## src/hdl/assert_macros.svh

```systemverilog
// Assertion macros used by the top level of the arc bounding box unit.
`ifndef ASSERT_MACROS_SVH
`define ASSERT_MACROS_SVH

`ifndef ASSERT_OFF

// The expression must hold at every clock edge outside reset.
`define ASSERT_ALWAYS(lbl, clk, rst_n, expr) \
	lbl: assert property (@(posedge clk) disable iff (!rst_n) (expr)) \
		else $error("%m: invariant violated");

// When the antecedent holds, the consequent must hold at the same edge.
`define ASSERT_IMPLIES(lbl, clk, rst_n, ante, cons) \
	lbl: assert property (@(posedge clk) disable iff (!rst_n) (ante) |-> (cons)) \
		else $error("%m: implication violated");

// When the antecedent holds, the consequent must hold at the next edge.
`define ASSERT_NEXT(lbl, clk, rst_n, ante, cons) \
	lbl: assert property (@(posedge clk) disable iff (!rst_n) (ante) |=> (cons)) \
		else $error("%m: next-cycle check violated");

`else

`define ASSERT_ALWAYS(lbl, clk, rst_n, expr)
`define ASSERT_IMPLIES(lbl, clk, rst_n, ante, cons)
`define ASSERT_NEXT(lbl, clk, rst_n, ante, cons)

`endif

`endif

```

## src/hdl/acbb_pkg.sv

```systemverilog
// Types, constants and helper functions of the arc bounding box unit.
package acbb_pkg;

	// Field and internal widths.
	localparam int IN_W    = 16;
	localparam int OUT_W   = 18;
	localparam int COORD_W = IN_W + 1;
	localparam int SQ_W    = 2 * IN_W;
	localparam int ROOT_W  = IN_W + 1;

	// The square root of a SQ_W-bit value takes one step per result bit.
	localparam int SQRT_STEPS           = SQ_W / 2;
	localparam int SQRT_STEPS_PER_STAGE = 4;
	localparam int SQRT_STAGES          = SQRT_STEPS / SQRT_STEPS_PER_STAGE;

	// Quadrant codes; none is used for a point at the centre.
	typedef logic [2:0] quad_t;
	localparam quad_t QUAD_NONE = 3'd0;
	localparam quad_t QUAD_NE   = 3'd1;
	localparam quad_t QUAD_NW   = 3'd2;
	localparam quad_t QUAD_SW   = 3'd3;
	localparam quad_t QUAD_SE   = 3'd4;

	// Partial remainder and root of the digit-by-digit square root.
	typedef struct packed {
		logic [SQ_W-1:0] rem;
		logic [SQ_W-1:0] root;
	} sqrt_state_t;

	// Axis extremes that the arc sweeps through.
	typedef struct packed {
		logic north;
		logic west;
		logic south;
		logic east;
	} ext_t;

	// Per-item data that travels alongside the square root.
	typedef struct packed {
		logic signed [COORD_W-1:0] xc;
		logic signed [COORD_W:0]   yc;
		logic signed [COORD_W-1:0] xmin;
		logic signed [COORD_W-1:0] xmax;
		logic signed [COORD_W-1:0] ymin;
		logic signed [COORD_W-1:0] ymax;
		ext_t                      ext;
	} side_t;

	// Quadrant of a point relative to the centre, axes assigned counter-clockwise.
	function automatic quad_t quad_of(logic signed [COORD_W-1:0] x,
			logic signed [COORD_W-1:0] y);
		quad_t q;
		if (x >= 0 && y > 0) begin
			q = QUAD_NE;
		end else if (x < 0 && y >= 0) begin
			q = QUAD_NW;
		end else if (x <= 0 && y < 0) begin
			q = QUAD_SW;
		end else if (x > 0 && y <= 0) begin
			q = QUAD_SE;
		end else begin
			q = QUAD_NONE;
		end
		return q;
	endfunction

	// Extremes crossed going counter-clockwise from quadrant j to quadrant k.
	// A quadrant is crossed when it lies at or after j and strictly before k.
	function automatic ext_t ext_of(quad_t j, quad_t k, logic long_way);
		logic [1:0] dist_k;
		ext_t       e;
		dist_k  = 2'(k - j);
		e.north = long_way || (2'(QUAD_NE - j) < dist_k);
		e.west  = long_way || (2'(QUAD_NW - j) < dist_k);
		e.south = long_way || (2'(QUAD_SW - j) < dist_k);
		e.east  = long_way || (2'(QUAD_SE - j) < dist_k);
		if (k == QUAD_NONE) begin
			e = '0;
		end
		return e;
	endfunction

endpackage

```

## src/hdl/acbb_isqrt_stage.sv

```systemverilog
// One registered stage of the pipelined square root, STEPS root bits per stage.
module acbb_isqrt_stage #(
	parameter int FIRST_STEP = 0,
	parameter int STEPS      = acbb_pkg::SQRT_STEPS_PER_STAGE
) (
	input  logic                  clk,
	input  logic                  en,
	input  acbb_pkg::sqrt_state_t sqrt_in,
	output acbb_pkg::sqrt_state_t sqrt_s
);
	import acbb_pkg::*;

	sqrt_state_t sqrt_next;

	// Restoring square root steps; the trial bit falls by two places each step.
	always_comb begin
		logic [SQ_W-1:0] rem;
		logic [SQ_W-1:0] root;
		logic [SQ_W-1:0] step_bit;
		logic [SQ_W:0]   trial;
		rem  = sqrt_in.rem;
		root = sqrt_in.root;
		for (int i = 0; i < STEPS; i++) begin
			step_bit = SQ_W'({1'b1, {(SQ_W - 2){1'b0}}} >> (2 * (FIRST_STEP + i)));
			trial    = {1'b0, root} + {1'b0, step_bit};
			if ({1'b0, rem} >= trial) begin
				rem  = rem - trial[SQ_W-1:0];
				root = (root >> 1) + step_bit;
			end else begin
				root = root >> 1;
			end
		end
		sqrt_next.rem  = rem;
		sqrt_next.root = root;
	end

	// Stage register; the enable comes from the pipeline's flow control.
	always_ff @(posedge clk) begin
		if (en) begin
			sqrt_s <= sqrt_next;
		end
	end

endmodule

```

## src/hdl/arc_bounding_box_unit.sv

```systemverilog
// Top level of the arc bounding box unit: an eight-stage pipeline.
//
// Each request carries an arc start point, the offset from the start to the
// circle centre and the offset from the centre to the end point. The unit
// returns the bounding box of the counter-clockwise arc in a frame with y
// pointing upwards. Both channels use a valid/ready handshake.
//
// Throughput: one request per cycle while the output is not stalled. The
// depth is set by the square root of the squared radius, which is worked
// out four root bits per stage over four stages.
//
// Reset clears every stage's valid bit; the unit is ready for requests
// straight after reset. When the receiver holds box_ready low, the box
// stays on the output and the stages behind it keep filling any empty
// slots, so req_ready falls only once every stage holds a request.
`include "assert_macros.svh"

module arc_bounding_box_unit (
	input  logic                                   clk,
	input  logic                                   arst_n,
	input  logic                                   req_valid,
	output logic                                   req_ready,
	input  logic signed [acbb_pkg::IN_W-1:0]       start_x,
	input  logic signed [acbb_pkg::IN_W-1:0]       start_y,
	input  logic signed [acbb_pkg::IN_W-1:0]       to_center_dx,
	input  logic signed [acbb_pkg::IN_W-1:0]       to_center_dy,
	input  logic signed [acbb_pkg::IN_W-1:0]       to_end_dx,
	input  logic signed [acbb_pkg::IN_W-1:0]       to_end_dy,
	output logic                                   box_valid,
	input  logic                                   box_ready,
	output logic signed [acbb_pkg::OUT_W-1:0]      box_xmin,
	output logic signed [acbb_pkg::OUT_W-1:0]      box_ymin,
	output logic signed [acbb_pkg::OUT_W-1:0]      box_xmax,
	output logic signed [acbb_pkg::OUT_W-1:0]      box_ymax
);
	import acbb_pkg::*;

	// Stage numbering: 1 and 2 prepare, then the square root, rounding, output.
	localparam int ST_SQRT0 = 3;
	localparam int ST_ROUND = ST_SQRT0 + SQRT_STAGES;
	localparam int N_ST     = ST_ROUND + 1;

	logic [1:N_ST] valid_s;
	logic [1:N_ST] stage_en;

	// Stage 1 registers.
	logic signed [COORD_W-1:0] x0_s1, y0_s1, x1_s1, y1_s1;
	logic signed [COORD_W-1:0] xc_s1;
	logic signed [COORD_W:0]   yc_s1;
	logic [SQ_W-2:0]           sqx_s1, sqy_s1;
	logic signed [SQ_W-1:0]    cra_s1, crb_s1;

	// Stage 2 onwards.
	side_t                     side_s [ST_SQRT0-1:ST_ROUND];
	logic [SQ_W-1:0]           sq_s2;
	sqrt_state_t               sqrt_s [0:SQRT_STAGES-1];
	logic [ROOT_W-1:0]         root_s7;

	// Flow control: a stage loads when it is empty or its contents move on.
	always_comb begin
		stage_en[N_ST] = !valid_s[N_ST] || box_ready;
		for (int i = N_ST - 1; i >= 1; i--) begin
			stage_en[i] = !valid_s[i] || stage_en[i + 1];
		end
	end

	assign req_ready = stage_en[1];
	assign box_valid = valid_s[N_ST];

	// Valid bits travel with the data.
	always_ff @(posedge clk or negedge arst_n) begin
		if (!arst_n) begin
			valid_s <= '0;
		end else begin
			if (stage_en[1]) begin
				valid_s[1] <= req_valid;
			end
			for (int i = 2; i <= N_ST; i++) begin
				if (stage_en[i]) begin
					valid_s[i] <= valid_s[i - 1];
				end
			end
		end
	end

	// Stage 1: points relative to the centre, the centre itself and the products.
	logic signed [COORD_W-1:0]   x0_c, y0_c, x1_c, y1_c;
	logic signed [2*COORD_W-1:0] sqx_p, sqy_p, cra_p, crb_p;

	always_comb begin
		x0_c  = COORD_W'(0) - COORD_W'(to_center_dx);
		y0_c  = COORD_W'(to_center_dy);
		x1_c  = COORD_W'(to_end_dx);
		y1_c  = COORD_W'(0) - COORD_W'(to_end_dy);
		sqx_p = x0_c * x0_c;
		sqy_p = y0_c * y0_c;
		cra_p = y1_c * x0_c;
		crb_p = x1_c * y0_c;
	end

	always_ff @(posedge clk) begin
		if (stage_en[1]) begin
			x0_s1  <= x0_c;
			y0_s1  <= y0_c;
			x1_s1  <= x1_c;
			y1_s1  <= y1_c;
			xc_s1  <= COORD_W'(start_x) + COORD_W'(to_center_dx);
			yc_s1  <= (COORD_W + 1)'(0)
				- ((COORD_W + 1)'(start_y) + (COORD_W + 1)'(to_center_dy));
			sqx_s1 <= sqx_p[SQ_W-2:0];
			sqy_s1 <= sqy_p[SQ_W-2:0];
			cra_s1 <= cra_p[SQ_W-1:0];
			crb_s1 <= crb_p[SQ_W-1:0];
		end
	end

	// Stage 2: squared radius, quadrants, crossed extremes and the endpoint box.
	quad_t quad_start, quad_end;
	side_t side_c;

	always_comb begin
		quad_start  = quad_of(x0_s1, y0_s1);
		quad_end    = quad_of(x1_s1, y1_s1);
		side_c.xc   = xc_s1;
		side_c.yc   = yc_s1;
		side_c.xmin = (x0_s1 < x1_s1) ? x0_s1 : x1_s1;
		side_c.xmax = (x0_s1 > x1_s1) ? x0_s1 : x1_s1;
		side_c.ymin = (y0_s1 < y1_s1) ? y0_s1 : y1_s1;
		side_c.ymax = (y0_s1 > y1_s1) ? y0_s1 : y1_s1;
		side_c.ext  = ext_of(quad_start, quad_end,
			(quad_start == quad_end) && (cra_s1 < crb_s1));
	end

	always_ff @(posedge clk) begin
		if (stage_en[2]) begin
			sq_s2 <= SQ_W'(sqx_s1) + SQ_W'(sqy_s1);
		end
	end

	// Side data enters at stage 2 and follows the square root through the later stages.
	always_ff @(posedge clk) begin
		if (stage_en[ST_SQRT0 - 1]) begin
			side_s[ST_SQRT0 - 1] <= side_c;
		end
		for (int i = ST_SQRT0; i <= ST_ROUND; i++) begin
			if (stage_en[i]) begin
				side_s[i] <= side_s[i - 1];
			end
		end
	end

	// Square root stages.
	for (genvar g = 0; g < SQRT_STAGES; g++) begin : g_sqrt
		sqrt_state_t sqrt_in;
		if (g == 0) begin : g_first
			assign sqrt_in = '{rem: sq_s2, root: '0};
		end else begin : g_next
			assign sqrt_in = sqrt_s[g - 1];
		end
		acbb_isqrt_stage #(
			.FIRST_STEP (g * SQRT_STEPS_PER_STAGE),
			.STEPS      (SQRT_STEPS_PER_STAGE)
		) u_stage (
			.clk     (clk),
			.en      (stage_en[ST_SQRT0 + g]),
			.sqrt_in (sqrt_in),
			.sqrt_s  (sqrt_s[g])
		);
	end

	// Rounding stage: step the root up when the remainder exceeds it.
	sqrt_state_t sqrt_last;
	assign sqrt_last = sqrt_s[SQRT_STAGES - 1];

	always_ff @(posedge clk) begin
		if (stage_en[ST_ROUND]) begin
			root_s7 <= ROOT_W'(sqrt_last.root)
				+ ROOT_W'(sqrt_last.rem > sqrt_last.root);
		end
	end

	// Output stage: widen the box by the crossed extremes and move it by the centre.
	side_t                     side_o;
	logic                      have_r;
	logic signed [OUT_W-1:0]   pos_r, neg_r;
	logic signed [OUT_W-1:0]   xmin_f, xmax_f, ymin_f, ymax_f;

	always_comb begin
		side_o = side_s[ST_ROUND];
		have_r = root_s7 != '0;
		pos_r  = signed'(OUT_W'(root_s7));
		neg_r  = OUT_W'(0) - pos_r;
		xmin_f = OUT_W'(side_o.xmin);
		xmax_f = OUT_W'(side_o.xmax);
		ymin_f = OUT_W'(side_o.ymin);
		ymax_f = OUT_W'(side_o.ymax);
		if (have_r && side_o.ext.west && xmin_f > neg_r) begin
			xmin_f = neg_r;
		end
		if (have_r && side_o.ext.east && xmax_f < pos_r) begin
			xmax_f = pos_r;
		end
		if (have_r && side_o.ext.south && ymin_f > neg_r) begin
			ymin_f = neg_r;
		end
		if (have_r && side_o.ext.north && ymax_f < pos_r) begin
			ymax_f = pos_r;
		end
	end

	always_ff @(posedge clk) begin
		if (stage_en[N_ST]) begin
			box_xmin <= OUT_W'(xmin_f + OUT_W'(side_o.xc));
			box_xmax <= OUT_W'(xmax_f + OUT_W'(side_o.xc));
			box_ymin <= OUT_W'(ymin_f + OUT_W'(side_o.yc));
			box_ymax <= OUT_W'(ymax_f + OUT_W'(side_o.yc));
		end
	end

	// A valid box is never inverted on either axis.
	`ASSERT_IMPLIES(a_box_ordered, clk, arst_n, box_valid, (box_xmin <= box_xmax) && (box_ymin <= box_ymax))
	// With no box waiting at the output, every stage can move and req_ready is high.
	`ASSERT_IMPLIES(a_ready_when_drained, clk, arst_n, !box_valid, req_ready)
	// A request held in the rounding stage during a stall is not dropped.
	`ASSERT_NEXT(a_round_kept, clk, arst_n, valid_s[ST_ROUND] && !stage_en[ST_ROUND], valid_s[ST_ROUND])

endmodule
```

## config.mk

```make
export PLATFORM = sky130hd
export DESIGN_NAME = arc_bounding_box_unit
export DESIGN_NICKNAME = d
export VERILOG_FILES = /design/src/hdl/acbb_pkg.sv /design/src/hdl/acbb_isqrt_stage.sv /design/src/hdl/arc_bounding_box_unit.sv
export VERILOG_INCLUDE_DIRS = /design/src /design/src/hdl
export SDC_FILE = /design/constraint.sdc
export NUM_CORES = 2
export LEC_CHECK = 0
export BUFFER_PORTS_ARGS = -buffer_cell sky130_fd_sc_hd__buf_2
export CAP_MARGIN = 20
export CORE_AREA = 2 2 416 624
export CTS_BUF_LIST = sky130_fd_sc_hd__clkbuf_8
export CTS_CLUSTER_DIAMETER = 40
export DETAILED_ROUTE_END_ITERATION = 12
export DIE_AREA = 0 0 418 626
export MAX_ROUTING_LAYER = met4
export PLACE_DENSITY = 0.73
export SYNTH_ARGS = -nofsm -noshare
export SYNTH_HDL_FRONTEND = slang
export SYNTH_HIERARCHICAL = 1
export SYNTH_SLANG_ARGS = --single-unit
```

## constraint.sdc

```tcl
create_clock -name clk -period 22.8 [get_ports clk]
set_clock_uncertainty 0.1 [all_clocks]
set_input_delay 1.14 -clock clk [delete_from_list [all_inputs] [get_ports clk]]
set_output_delay 1.14 -clock clk [all_outputs]
set_load 0.02 [all_outputs]
```

Yosys cells after proc, flatten, opt, wreduce, memory -nomap -nowiden
Memory sizes are Yosys's and may differ from the RTL's.
Cells that the tools add are included.
{ "totals": {"out_inout_bits": 74, "memories": 1, "latch_bits": 0, "rom_bits": 0, "ram_bits": 642, "in_bits": 100, "word_cells": 251, "ff_bits": 612} }
{ "op_classes": {"mul": 4, "muxes": 61, "shift": 0, "eq_ne": 1, "n_lt_le_gt_ge": 46, "bitwise_logic": 0, "addsub": 63, "reduce_logical": 39, "div_mod_pow": 0} }
{ "mem_list": {"columns": ["memory", "depth", "word_bits", "rd", "rd_clocked_by_memory_dff", "write_ports", "line_no", "source"], "rows": [
  ["side_s", 6, 107, 6, 0, 6, "arc_bounding_box_unit.sv:54", "side_t side_s [ST_SQRT0-1:ST_ROUND];"]
]} }
{ "ops": {"columns": ["operator", "n"], "rows": [
  ["$mux 32", 27],
  ["$ge 32x33->1", 15],
  ["$sub 32x32->32", 15],
  ["$mux 31", 5],
  ["$mux 18", 4],
  ["$mux 17", 4],
  ["$add 18x17->18", 2],
  ["$add 18x18->18", 2],
  ["$gt 17x18->1", 2],
  ["$lt 17x18->1", 2],
  ["$sub 1x17->18 const A", 2],
  ["$add 16x16->17", 2],
  ["$ge 17x1->1 const B", 2],
  ["$gt 17x1->1 const B", 2],
  ["$le 17x1->1 const B", 2],
  ["$lt 17x1->1 const B", 2],
  ["$sub 1x16->17 const A", 2],
  ["$add 32x1->33 const B", 1],
  ["$add 32x11->33 const B", 1],
  ["$add 32x13->33 const B", 1],
  ["$add 32x15->33 const B", 1],
  ["$add 32x17->33 const B", 1],
  ["$add 32x19->33 const B", 1],
  ["$add 32x21->33 const B", 1],
  ["54 further kinds", 115]
]} }

Depth between registers and ports, before layout
{ "depth": {"depth_word": 12, "mapped_depth": 82, "mapped_depth_nobuf": 72} }

Modules after synthesis
The synthesis kept the hierarchy.
{ "modules_own_cells": {"columns": ["module", "cells_per_inst", "area_per_inst_um2", "instances"], "rows": [
  ["arc_bounding_box_unit", 6767, 79536.3, 1],
  ["acbb_isqrt_stage at g_sqrt[3].u_stage", 2045, 14978.1, 1],
  ["acbb_isqrt_stage at g_sqrt[2].u_stage", 1707, 13033.8, 1],
  ["acbb_isqrt_stage at g_sqrt[1].u_stage", 1521, 11957.7, 1],
  ["acbb_isqrt_stage at g_sqrt[0].u_stage", 1274, 10644.0, 1]
]} }

Least setup slack after synthesis
Ideal clock, no wire load.
{ "synth_path": {"kind": "input -> register", "start": "input box_ready", "end": "register cra_s1[0] (enable)", "required_time_ns": 20.336, "t_arrival_ns": 16.754, "setup_ns": 2.364, "setup_slack_ns": 3.582, "cell_stages": 6, "cell_sequence": "nor2b_1 > nand3_1 > nor2_1 > nand3_1 > inv_1 > nand3_1"} }
{ "synth_between": {"elab_chain_len": 8} }
{ "synth_rtl": {"columns": ["item", "line_no", "source"], "rows": [
  ["start, declared", "arc_bounding_box_unit.sv:30", "input logic box_ready,"],
  ["$logic_or 1x1->1", "arc_bounding_box_unit.sv:61", "stage_en[N_ST] = !valid_s[N_ST] || box_ready;"],
  ["$logic_or 1x1->1 (2 in a row)", "arc_bounding_box_unit.sv:63", "stage_en[i] = !valid_s[i] || stage_en[i + 1];"],
  ["net stage_en (one bit)", "arc_bounding_box_unit.sv:44", "logic [1:N_ST] stage_en;"],
  ["$logic_or 1x1->1 (3 in a row)", "arc_bounding_box_unit.sv:63", null],
  ["net stage_en (one bit)", "arc_bounding_box_unit.sv:44", null],
  ["$logic_or 1x1->1 (2 in a row)", "arc_bounding_box_unit.sv:63", null],
  ["net req_ready", "arc_bounding_box_unit.sv:22", "output logic req_ready,"],
  ["end signal, assigned", "arc_bounding_box_unit.sv:112", "cra_s1 <= cra_p[SQ_W-1:0];"],
  ["end, declared", "arc_bounding_box_unit.sv:51", "logic signed [SQ_W-1:0] cra_s1, crb_s1;"]
]} }
The timed path passes the listed nets, and every way through them passes these cells.
A chain may end at the register's enable or synchronous reset.

==> summary.txt <==
Worst setup path
  – Crit. End Element: flip-flop
  – Critical path's top delay family: simple AND/OR/NAND/NOR gates
  – Slowest cell on crit path: nor3_2
  – Crit path DAT: 20.61 ns
  – Setup CP Type: reg -> reg
  – Crit start category: flip-flop
  – Worst path required time: 23.40 ns
  – CP Max Fanout: 25
  – CP bufs+invs: 3
  – R2R cell count: 66
  – Biggest cell delay along the critical path: 0.76 ns
  – WP depth: 66

Place
  – Global placement routability congestion: 1.023
  – Detail Placement HPWL: 309.7 mm
  – IO Port Bufs: 173
  – DP Worst Slack: 2.948 ns

Clock network
  – Root Buffer: clkbuf_8
  – Clock-pin slew on the worst setup and hold paths: 0.07 ns
  – Post-CTS Resized: 0
  – Clock sinks: 1,250
  – CTS Buffer Depth: 4
  – H-tree depth: 4
  – CTS tree: yes
  – Total CTS buffers: 202
  – Clock latency on the worst-skew pair: 0.99 ns

Route
  – Vias per Instance: 5.776
  – DR iter-0 viols: 5,892
  – Routed WL per cell: 22.18 um
  – Initial DRT Pass Iterations: 6
  – Drt drc: 0
  – Routed vias: 98,650
  – Routed Antenna Nets: 0
  – Final WL: 378.8 mm

Die
  – Top-Level Pins: 174
  – Die W: 418 um
  – Die height: 626 um
  – Core area: 256,500 um2
  – Die area: 261,700 um2
  – Initial Utilization: 0.5075
  – FP Rows: 228

Global route
  – Initial antenna violation count: 21
  – M3 GR Usage: 0.03456
  – Gr usage total: 0.2973
  – GRT Max-Usage Layer: met2
  – Remaining Overflow, GRT: 0
  – First-pass GRT wire length: 578.5 mm
  – Global-route track usage on met1: 0.2855
  – Vias in the first global route: 102,300
  – Met2 Usage GRT: 0.5328
  – Largest net degree at the start of global routing: 144

Synthesis
  – Synth async-reset ratio: 0.006400
  – Main combinational cell family by area after synthesis: adder cells
  – Mux cell area share after synthesis: 0.03136
  – Post-Synth Adder-Cell Area: 0.2756
  – Cell Area, Synth: 130,100 um2
  – Synth Flop Type: edfxtp_1
  – Synth Warn #: 6
  – Compound-Gate Fraction of Synth Area: 0.1292
  – FF+latch count, synth: 1,250
  – Post-synth EDFFs: 1,242
  – Simple-gate share of the synthesized area: 0.1356
  – Count of different cell masters after synthesis: 134
  – Cell count after synthesis: 13,310
  – Synth Area in XOR/XNOR: 0.07898
  – Syn_area_per_cell: 9.775 um2
  – Seq/Total Area, Yosys: 0.2881

Timing
  – Final Max Slew Viols: 0
  – RSZ-0062 raised after global routing: no
  – Final hold viol count: 0
  – Final worst slack: 2.789 ns
  – Final setup vio count: 0
  – Max-slew headroom: 0.1114
  – Final TNS setup: 0 ns
  – FMAX: 0.04997 GHz
  – Final worst-path cycle share: 0.8777
  – Minimum clock period: 20.01 ns
  – Slew @ Worst Pin: 1.321 ns

Layout
  – Final core occ: 0.5438
  – Commonest cells after routing, fill and taps aside: inv_1, edfxtp_1, ha_1
  – Layout area overhead: 7.153%
  – Fraction of layout cells with a size suffix above 1: 0.08140
  – Most common cell after layout, fill and taps aside: inv_1
  – Final #Nets: 15,900
  – FILL cells: 22,870

Hold path
  – Hold path depth: 0
  – Hold Path Class: reg -> reg

Job
  – Max_cap viols: 0

Outcome
  – Status: complete, no violations
[layer usage]
metal,vias to the layer above,part of all wire
met3,1297,0.043
li1,46500,-
met5,-,0
met4,0,0.10
met2,2906,0.52
met1,47940,0.33
[path summary, 6_finish.rpt]
check	from	to	slack, ns
max in group asynchronous	arst_n	valid_s[6]$_DFFE_PN0P_	22.02
min in group asynchronous	arst_n	valid_s[4]$_DFFE_PN0P_	0.42
setup reg to reg	g_sqrt[2].u_stage/sqrt_s[8]$_DFFE_PP_	g_sqrt[3].u_stage/sqrt_s[21]$_DFFE_PP_	2.79
setup / recovery	g_sqrt[2].u_stage/sqrt_s[8]$_DFFE_PP_	g_sqrt[3].u_stage/sqrt_s[21]$_DFFE_PP_	2.79
hold / removal	side_s[0][283]$_DFFE_PP_	side_s[0][390]$_DFFE_PP_	0.23
hold reg to reg	side_s[0][283]$_DFFE_PP_	side_s[0][390]$_DFFE_PP_	0.23
[sequential cells by signal, summed over array words and instances (netlist names)]
name	cells
side_s	642
g_sqrt.u_stage/sqrt_s	256
cra_s1	32
crb_s1	32
sq_s2	32
sqx_s1	29
sqy_s1	29
box_xmax	18
box_xmin	18
box_ymax	18
box_ymin	18
yc_s1	18
root_s7	17
x0_s1	17
xc_s1	17
y1_s1	17
x1_s1	16
y0_s1	16
valid_s	8
[worst register-to-register path, delay by kind of cell (launching register included)]
family,cells,cell delay (ns)
xor gates and xnor gates,4,0.78
AOI/OAI and AO/OA,14,4.11
and+or+nand+nor,39,11.50
DFF,1,0.58
muxes,1,0.14
buffers and inverters,3,0.77
adders and majority gates,5,1.86
[cell type report]
type                       count  area (um2)  share of cell area
inverter                    1732        6507             0.04666
sequential                  1250       37500              0.2689
clock inverter               153        1250            0.008963
clock buffer                 208        2863             0.02053
timing repair buffer         299        1839             0.01319
multi-input combinational  10080       85280              0.6115
antenna                       22       55.05           0.0003948
tap                         3335        4173             0.02992
[synth_stat cells (22+ instances only)]
| master | count | area [um2] |
|---|---|---|
| o21ai_0 | 490 | 2452 |
| nor3b_1 | 22 | 165.2 |
| edfxtp_1 | 1242 | 37300 |
| and3_1 | 92 | 575.6 |
| a21oi_1 | 754 | 3774 |
| nor2b_1 | 120 | 750.7 |
| nand2b_1 | 127 | 794.5 |
| fa_1 | 1050 | 21020 |
| o31ai_1 | 77 | 578.1 |
| o21bai_1 | 94 | 705.7 |
| nand2_1 | 1175 | 4410 |
| inv_1 | 1705 | 6400 |
| nor4_1 | 87 | 544.3 |
| o211ai_1 | 41 | 307.8 |
| mux2_2 | 295 | 3322 |
| o22ai_1 | 25 | 156.4 |
| or2_2 | 48 | 300.3 |
| xor2_1 | 344 | 3013 |
| clkbuf_1 | 264 | 991.0 |
| o21a_1 | 136 | 1021 |
| xnor2_1 | 793 | 6945 |
| a211o_1 | 31 | 271.5 |
| and4_1 | 39 | 341.6 |
| a31oi_1 | 76 | 475.5 |
| nor2_1 | 902 | 3386 |
| nand3_1 | 250 | 1251 |
| o21ai_1 | 31 | 155.2 |
| or4_1 | 23 | 172.7 |
| ha_1 | 1187 | 14850 |
| nor3_1 | 202 | 1011 |
| or3_1 | 72 | 450.4 |
| mux2i_1 | 47 | 470.5 |
| buf_1 | 24 | 90.09 |
| o31a_1 | 23 | 201.4 |
| a21o_1 | 343 | 2575 |
| mux2_1 | 23 | 259.0 |
| a31o_2 | 27 | 236.5 |
| nand4_1 | 167 | 1045 |
| a211oi_1 | 78 | 585.6 |
| a21boi_0 | 44 | 330.3 |
| and2_1 | 221 | 1383 |
| buf_2 | 51 | 255.2 |
[per-stage QoR]
step	cells	hold WS (ns)	cell area [um2]
2_1_floorplan	13410	0.3003	130500
3_3_place_gp	16700	0.3009	135300
3_5_place_dp	16700	0.3045	135300
4_1_cts	17060	0.1304	139400
5_1_grt	17080	0.1882	139500
6_report	17080	0.2284	139500
[cells by family after synthesis]
family | after synthesis
compound gates | 2560
buf+inv | 2080
flops | 1250
mux | 367
other cells | 8
simple gates | 3658
fa+ha+maj | 2237
xor+xnor | 1154
[what timing repair did]
action	4_1_cts	5_1_grt
endpoints found under the hold margin	8	0
buffers inserted	0	0
hold buffers	1	0
Power is left out: the tool's default activity adds up to more than one toggle a clock period on the data nets, which glitch-free logic cannot reach.
